`config.mk`:
```
export PLATFORM = sky130hd
export DESIGN_NAME = bounded_sorted_insert_table
export DESIGN_NICKNAME = d
export VERILOG_FILES = /design/src/rtl/core/bsit_pkg.sv /design/src/rtl/core/bsit_cell.sv /design/src/rtl/core/bounded_sorted_insert_table.sv
export SDC_FILE = /design/constraint.sdc
export NUM_CORES = 2
export LEC_CHECK = 0
export BUFFER_PORTS_ARGS = -buffer_cell sky130_fd_sc_hd__buf_2
export CAP_MARGIN = 20
export CORE_AREA = 2 2 414 416
export CTS_BUF_LIST = sky130_fd_sc_hd__clkbuf_8
export CTS_CLUSTER_SIZE = 25
export DETAILED_ROUTE_END_ITERATION = 16
export DIE_AREA = 0 0 416 418
export GPL_ROUTABILITY_DRIVEN = 0
export HOLD_SLACK_MARGIN = 0.03
export PLACE_DENSITY = 0.83
export SLEW_MARGIN = 20
export SYNTH_ARGS = -nofsm -noshare
export SYNTH_HDL_FRONTEND = slang
export SYNTH_SLANG_ARGS = --single-unit
```
`constraint.sdc`:
```
create_clock -name clk -period 5.9 [get_ports clk]
set_input_delay 0.59 -clock clk [delete_from_list [all_inputs] [get_ports clk]]
set_output_delay 0.59 -clock clk [all_outputs]
set_load 0.01 [all_outputs]
```
`src/rtl/core/bsit_pkg.sv`:
```
// Types and constants for the bounded sorted insert table.
package bsit_pkg;

	localparam int DEPTH        = 32;
	localparam int PAYLOAD_BITS = 16;
	localparam int IDX_W        = (DEPTH > 1) ? $clog2(DEPTH) : 1;
	localparam int CNT_W        = $clog2(DEPTH + 1);

	typedef enum logic [1:0] {
		OP_INSERT = 2'd0,
		OP_CLEAR  = 2'd1,
		OP_READ   = 2'd2,
		OP_NONE   = 2'd3
	} op_t;

	typedef struct packed {
		logic [1:0]  operation;
		logic [31:0] sort_key;
		logic [15:0] payload_tag;
		logic [4:0]  read_index;
	} req_t;

	typedef struct packed {
		logic        accepted;
		logic        evicted;
		logic [4:0]  placed_at;
		logic [5:0]  entry_count;
		logic        entry_valid;
		logic [31:0] entry_key;
		logic [15:0] entry_payload;
	} rsp_t;

	// Broadcast to every cell for the item being taken.
	typedef struct packed {
		logic                    insert;
		logic                    clear;
		logic [31:0]             key;
		logic [PAYLOAD_BITS-1:0] payload;
	} cell_ctl_t;

	// What a cell shows to its right-hand neighbor and to the read mux.
	typedef struct packed {
		logic                    valid;
		logic                    ge;
		logic [31:0]             key;
		logic [PAYLOAD_BITS-1:0] payload;
	} cell_t;

endpackage

```
`src/rtl/core/bsit_cell.sv`:
```
// One slot of the sorted chain: holds an entry and shifts or captures on insert.
module bsit_cell (
	input  logic               clk,
	input  logic               arst_n,
	input  bsit_pkg::cell_ctl_t ctl,
	input  bsit_pkg::cell_t    prev,
	output bsit_pkg::cell_t    cur,
	output logic               take_new
);

	logic                              valid_q;
	logic [31:0]                       key_q;
	logic [bsit_pkg::PAYLOAD_BITS-1:0] payload_q;
	logic                              ge;

	// Entries with key >= new key form a prefix; the new item lands at its end.
	assign ge       = valid_q && (key_q >= ctl.key);
	assign take_new = !ge && prev.ge;

	assign cur.valid   = valid_q;
	assign cur.ge      = ge;
	assign cur.key     = key_q;
	assign cur.payload = payload_q;

	always_ff @(posedge clk or negedge arst_n) begin
		if (!arst_n) begin
			valid_q <= 1'b0;
		end else if (ctl.clear) begin
			valid_q <= 1'b0;
		end else if (ctl.insert && !ge) begin
			valid_q <= prev.valid;
		end
	end

	always_ff @(posedge clk) begin
		if (ctl.insert && !ge) begin
			if (prev.ge) begin
				key_q     <= ctl.key;
				payload_q <= ctl.payload;
			end else begin
				key_q     <= prev.key;
				payload_q <= prev.payload;
			end
		end
	end

endmodule

```
`src/rtl/core/bounded_sorted_insert_table.sv`:
```
// Top level of the bounded sorted insert table: cell chain, read mux, result register.
//
// Keeps up to DEPTH (key, tag) entries in descending key order, equal keys in
// arrival order. Request channel (req, req_valid, req_stall) carries one
// operation per item: insert, clear, read or no-op. Response channel
// (rsp, rsp_valid, rsp_stall) returns exactly one result item per request.
// Each slot is a cell that compares its key with the incoming one and either
// keeps its entry, captures the new one or takes its left neighbor's, so an
// insert and its shift are done together, with no separate shift pass.
// A taken request's result is registered and shows in the cycle after it is taken.
// Throughput: one item per cycle while the response side does not stall;
// the single result register is the only buffering.
// When rsp_stall is high with a result waiting, req_stall rises in the same
// cycle and the held result stays unchanged until taken.
// Reset empties the table (count zero, all cells invalid) and drops any
// pending result; no clearing pass is needed.
module bounded_sorted_insert_table (
	input  logic           clk,
	input  logic           arst_n,
	input  logic           req_valid,
	output logic           req_stall,
	input  bsit_pkg::req_t req,
	output logic           rsp_valid,
	input  logic           rsp_stall,
	output bsit_pkg::rsp_t rsp
);

	localparam int DEPTH = bsit_pkg::DEPTH;
	localparam int IDX_W = bsit_pkg::IDX_W;
	localparam int CNT_W = bsit_pkg::CNT_W;

	bsit_pkg::cell_ctl_t ctl;
	bsit_pkg::cell_t     head;
	bsit_pkg::cell_t     cells [DEPTH];
	logic [DEPTH-1:0]    take_new;

	logic             take;
	logic             is_insert;
	logic             is_clear;
	logic             is_read;
	logic             full;
	logic             ins_ok;
	logic [IDX_W-1:0] place_idx;
	logic [IDX_W-1:0] rd_idx;
	logic             rd_hit;
	logic [CNT_W-1:0] count_q;
	logic [CNT_W-1:0] count_nxt;
	bsit_pkg::rsp_t   rsp_nxt;
	bsit_pkg::rsp_t   rsp_q;
	logic             rsp_valid_q;

	assign req_stall = rsp_valid_q && rsp_stall;
	assign take      = req_valid && !req_stall;
	assign rsp_valid = rsp_valid_q;
	assign rsp       = rsp_q;

	assign is_insert = take && (req.operation == bsit_pkg::OP_INSERT);
	assign is_clear  = take && (req.operation == bsit_pkg::OP_CLEAR);
	assign is_read   = (req.operation == bsit_pkg::OP_READ);

	assign ctl.insert  = is_insert;
	assign ctl.clear   = is_clear;
	assign ctl.key     = req.sort_key;
	assign ctl.payload = bsit_pkg::PAYLOAD_BITS'(req.payload_tag);

	// Virtual cell left of slot 0: always valid and always ahead of the new key.
	assign head.valid   = 1'b1;
	assign head.ge      = 1'b1;
	assign head.key     = '0;
	assign head.payload = '0;

	for (genvar i = 0; i < DEPTH; i++) begin : g_cell
		bsit_cell u_cell (
			.clk      (clk),
			.arst_n   (arst_n),
			.ctl      (ctl),
			.prev     ((i == 0) ? head : cells[(i == 0) ? 0 : i - 1]),
			.cur      (cells[i]),
			.take_new (take_new[i])
		);
	end

	// Rejected when every slot is valid and ahead of the new key.
	assign full   = (32'(count_q) == DEPTH);
	assign ins_ok = !cells[DEPTH-1].ge;

	always_comb begin
		place_idx = '0;
		for (int i = 0; i < DEPTH; i++) begin
			if (take_new[i]) begin
				place_idx = place_idx | IDX_W'(i);
			end
		end
	end

	assign rd_idx = IDX_W'(req.read_index);
	assign rd_hit = (32'(req.read_index) < 32'(count_q)) && (32'(req.read_index) < DEPTH);

	always_comb begin
		count_nxt = count_q;
		unique case (req.operation)
			bsit_pkg::OP_INSERT: begin
				if (ins_ok && !full) begin
					count_nxt = count_q + CNT_W'(1);
				end
			end
			bsit_pkg::OP_CLEAR: begin
				count_nxt = '0;
			end
			default: begin
				count_nxt = count_q;
			end
		endcase

		rsp_nxt               = '0;
		rsp_nxt.entry_count   = 6'(count_nxt);
		if (req.operation == bsit_pkg::OP_INSERT && ins_ok) begin
			rsp_nxt.accepted  = 1'b1;
			rsp_nxt.evicted   = full;
			rsp_nxt.placed_at = 5'(place_idx);
		end
		if (is_read && rd_hit) begin
			rsp_nxt.entry_valid   = 1'b1;
			rsp_nxt.entry_key     = cells[rd_idx].key;
			rsp_nxt.entry_payload = 16'(cells[rd_idx].payload);
		end
	end

	always_ff @(posedge clk or negedge arst_n) begin
		if (!arst_n) begin
			count_q     <= '0;
			rsp_valid_q <= 1'b0;
		end else begin
			if (take) begin
				count_q     <= count_nxt;
				rsp_valid_q <= 1'b1;
			end else if (!rsp_stall) begin
				rsp_valid_q <= 1'b0;
			end
		end
	end

	always_ff @(posedge clk) begin
		if (take) begin
			rsp_q <= rsp_nxt;
		end
	end

endmodule

```
==> impl_metrics.yaml <==
status:
  status: "completed"
setup_path:
  cp.arrival_ns: 6.61
  cp_data_required_time_ns: 6.62
  crit_slowest_cell: "a21oi_1"
  end_kind: "register"
  startpoint_type: "primary input"
  worst-setup-path-type: "in -> reg"
  cp_common_cell: "buf_4"
  slowest_delay_ns: 1.12
  path_cells: "dlygate4sd3_1 -> buf_2 -> clkinv_1 -> buf_4 -> buf_4 -> ha_1 -> a211oi_1 -> o21ai_1 -> buf_4 -> a221o_1 -> a21oi_1 -> o41ai_4 -> nor2_4 -> buf_12"
  cp_max_fo: 26
grt:
  grt_overflow: 0
  antenna_found_initial: 29
  grt_pass1_vias: 77160
  grt_max_degree: 85
  grt_pass1_wl_mm: 519.9
  track_usage: 0.4108
timing:
  setup_viol: 0
  skew_ns: 0.1033
  max-slew-margin-rel: 0.07007
  tns_ns: 0
  drv_slew: 0
  worst_pin_slew_ns: 1.395
  fmax_ghz: 0.1698
  rsz0062_at_grt: "no"
  hold_viol_final: 0
  fin_crit_ns: 5.888
  post-route-period-util: 0.9980
  fin_hold_ws_ns: 0.07028
detailed_routing:
  first_iter_violations: 12710
  wl_per_cell_um: 34.31
  ant_nets: 0
  drt_wl_total_mm: 359.7
  via_per_inst: 7.484
  drc: 0
  detail_route.first_pass.iterations: 12
  vias: 78460
cts:
  clockBufferDepth: 4
  cts_buffers: 296
  htreeDepth: 5
  cts_tree: "built"
  root_buffer: "clkbuf_8"
  clock_latency_ns: 1.12
  post_cts_buffers: 0
  clk_pin_slew_ns: 0.06
  cts_sinks: 1637
synthesis:
  yosysWarningCount: 0
  post_synth_instance_area_um2: 100900
  netlist_instances: 7812
  synth-seq-cells: 1637
  seq_area_frac_synth: 0.4854
  yosys.cell_types.count: 76
  async_flop_share: 0.02382
  synth_edf_count: 1598
  synthesis.nets: 8901
  postSynthAreaPerCell_um2: 12.91
  synth_flop_cell: "edfxtp_1"
  ys_top_cells_by_area: "edfxtp_1 48%, ha_1 13%, mux4_2 11%, mux2_2 8.9%, o21ai_0 4.4%"
  netlist.area_leader.share: 0.4757
  synth_area_leader_cell: "edfxtp_1"
floorplanning:
  die_x_um: 416
  die_area_um2: 173900
  core_area_um2: 169100
  io_pins: 123
  initial_core_util: 0.5966
  die_h_um: 418
  rows: 151
placed_design:
  dp_hpwl_mm: 247.0
  port_buffers: 122
power_and_ir_drop:
  seqPwrFrac: 0.464
  power.leakage_nw: 42.64
  clock_power_share: 0.348
  intPower_mw: 20.65
  power.share.combinational: 0.189
  max-vdd-ir-drop_mv: 0.2004
  p_per_area_nw_per_um2: 266.2
  switching_share: 0.3040
  p_switching_mw: 9.019
cells_and_area:
  mostFrequentLayoutCell: "edfxtp_1"
  nets: 9143
  drive_gt1_frac: 0.2643
  layout_common_cells: "1598 x edfxtp_1, 1030 x ha_1, 930 x nand2_1"
  syn_to_final_growth_pct: 10.50
hold_path:
  hold_path_class: "in -> reg"
job:
  drv_cap: 0
[layer usage]
layer  global-route usage  vias to the layer above  wire length, µm
li1                     -                    31210                -
met1               0.4851                    37550           110900
met2               0.5794                     7601           149900
met3               0.1873                     2068            63330
met4               0.3241                       28            35130
met5             0.008058                        -              387
[sequential cells by signal (all words and copies together), names as in the netlist]
name,flops
count_q,6
g_cell.u_cell.key_q,1024
g_cell.u_cell.payload_q,512
g_cell.u_cell.valid_q,32
rsp,62
rsp_valid,1
[path summary, 6_finish.rpt]
| check | startpoint | to | slack, ns | cells past startpoint |
|---|---|---|---|---|
| max reg2reg | g_cell[27].u_cell.key_q[0] | g_cell[27].u_cell.key_q[9] | 0.70 | 11 |
| max | req[22] | g_cell[27].u_cell.key_q[9] | 0.01 | 14 |
| min reg2reg | count_q[1] | count_q[1] | 0.53 | 1 |
| min in group asynchronous | arst_n | g_cell[12].u_cell.valid_q | 0.20 | 3 |
| max in group asynchronous | arst_n | rsp_valid | 5.15 | 3 |
| min | req[35] | g_cell[0].u_cell.key_q[14] | 0.07 | 1 |
[metrics by stage]
stage / util / setup WS (ns) / cell area [µm²] / instances / power [mW]
5_1_grt: 0.6590 / 0.1584 / 111400 / 10470 / 30.20
3_5_place_dp: 0.6250 / -0.05696 / 105700 / 9927 / 19.20
4_1_cts: 0.6586 / 0.4897 / 111400 / 10470 / 29.18
3_3_place_gp: 0.6248 / -0.3419 / 105600 / 9925 / 18.95
2_1_floorplan: - / 0.02081 / 100900 / 7812 / 17.12
6_report: 0.6592 / 0.01196 / 111500 / 10480 / 29.67
[cells in the mapped netlist, types with 17 or more instances]
cell type / n
nor4_1: 22
a2111oi_0: 25
nand3_1: 77
inv_1: 93
a211oi_1: 52
nor2_1: 225
o21ai_0: 896
o21a_1: 25
buf_2: 66
nand4_1: 130
ha_1: 1030
nor3_1: 69
mux2i_1: 54
buf_1: 56
a31oi_1: 18
o2111ai_1: 17
mux4_2: 480
clkbuf_1: 389
dfrtp_1: 39
a21o_1: 110
nand2_1: 933
nor2b_1: 28
nand2b_1: 24
edfxtp_1: 1598
mux2_2: 795
a21oi_1: 311
o211ai_1: 24
[cell families after synthesis]
family,share of synthesized area
adders and majority gates,0.1278
xor gates and xnor gates,0.0001737
and+or+nand+nor,0.06880
buffers and inverters,0.02363
AOI/OAI and AO/OA,0.09301
DFF,0.4854
muxes,0.2013
[what timing repair did]
item	in CTS	in global routing
hold buffers	43	0
hold endpoints to repair	90	0
gates resized for setup	0	2
endpoints found under the setup margin	0	36
[power groups by stage]
stage / Sequential [mW] / Clock (mW) / Combinational [mW]
CTS: 13.7 / 10.2 / 5.30
finish: 13.8 / 10.3 / 5.59
floorplan: 13.8 / 0 / 3.29
detailed placement: 14.0 / 0 / 5.24
global route: 13.8 / 10.6 / 5.80
global placement: 13.9 / 0 / 5.01
[critical path: cells and delay by family]
family	cells	cell delay, ns
adders and majority gates	1	0.29
and+or+nand+nor	1	0.88
AOI/OAI and AO/OA	5	2.39
buffers and inverters	7	2.36
[cell type report]
class	instances	area (µm²)
clock buffers	306	4212
multi-input cells	5567	50140
well taps	2218	2775
fillers	11310	57630
inverters	93	350.3
clock inverters	189	1039
diodes	14	35.03
repair buffers	459	3951
flip-flops and latches	1637	48960
(Power assumes the default switching activity.)
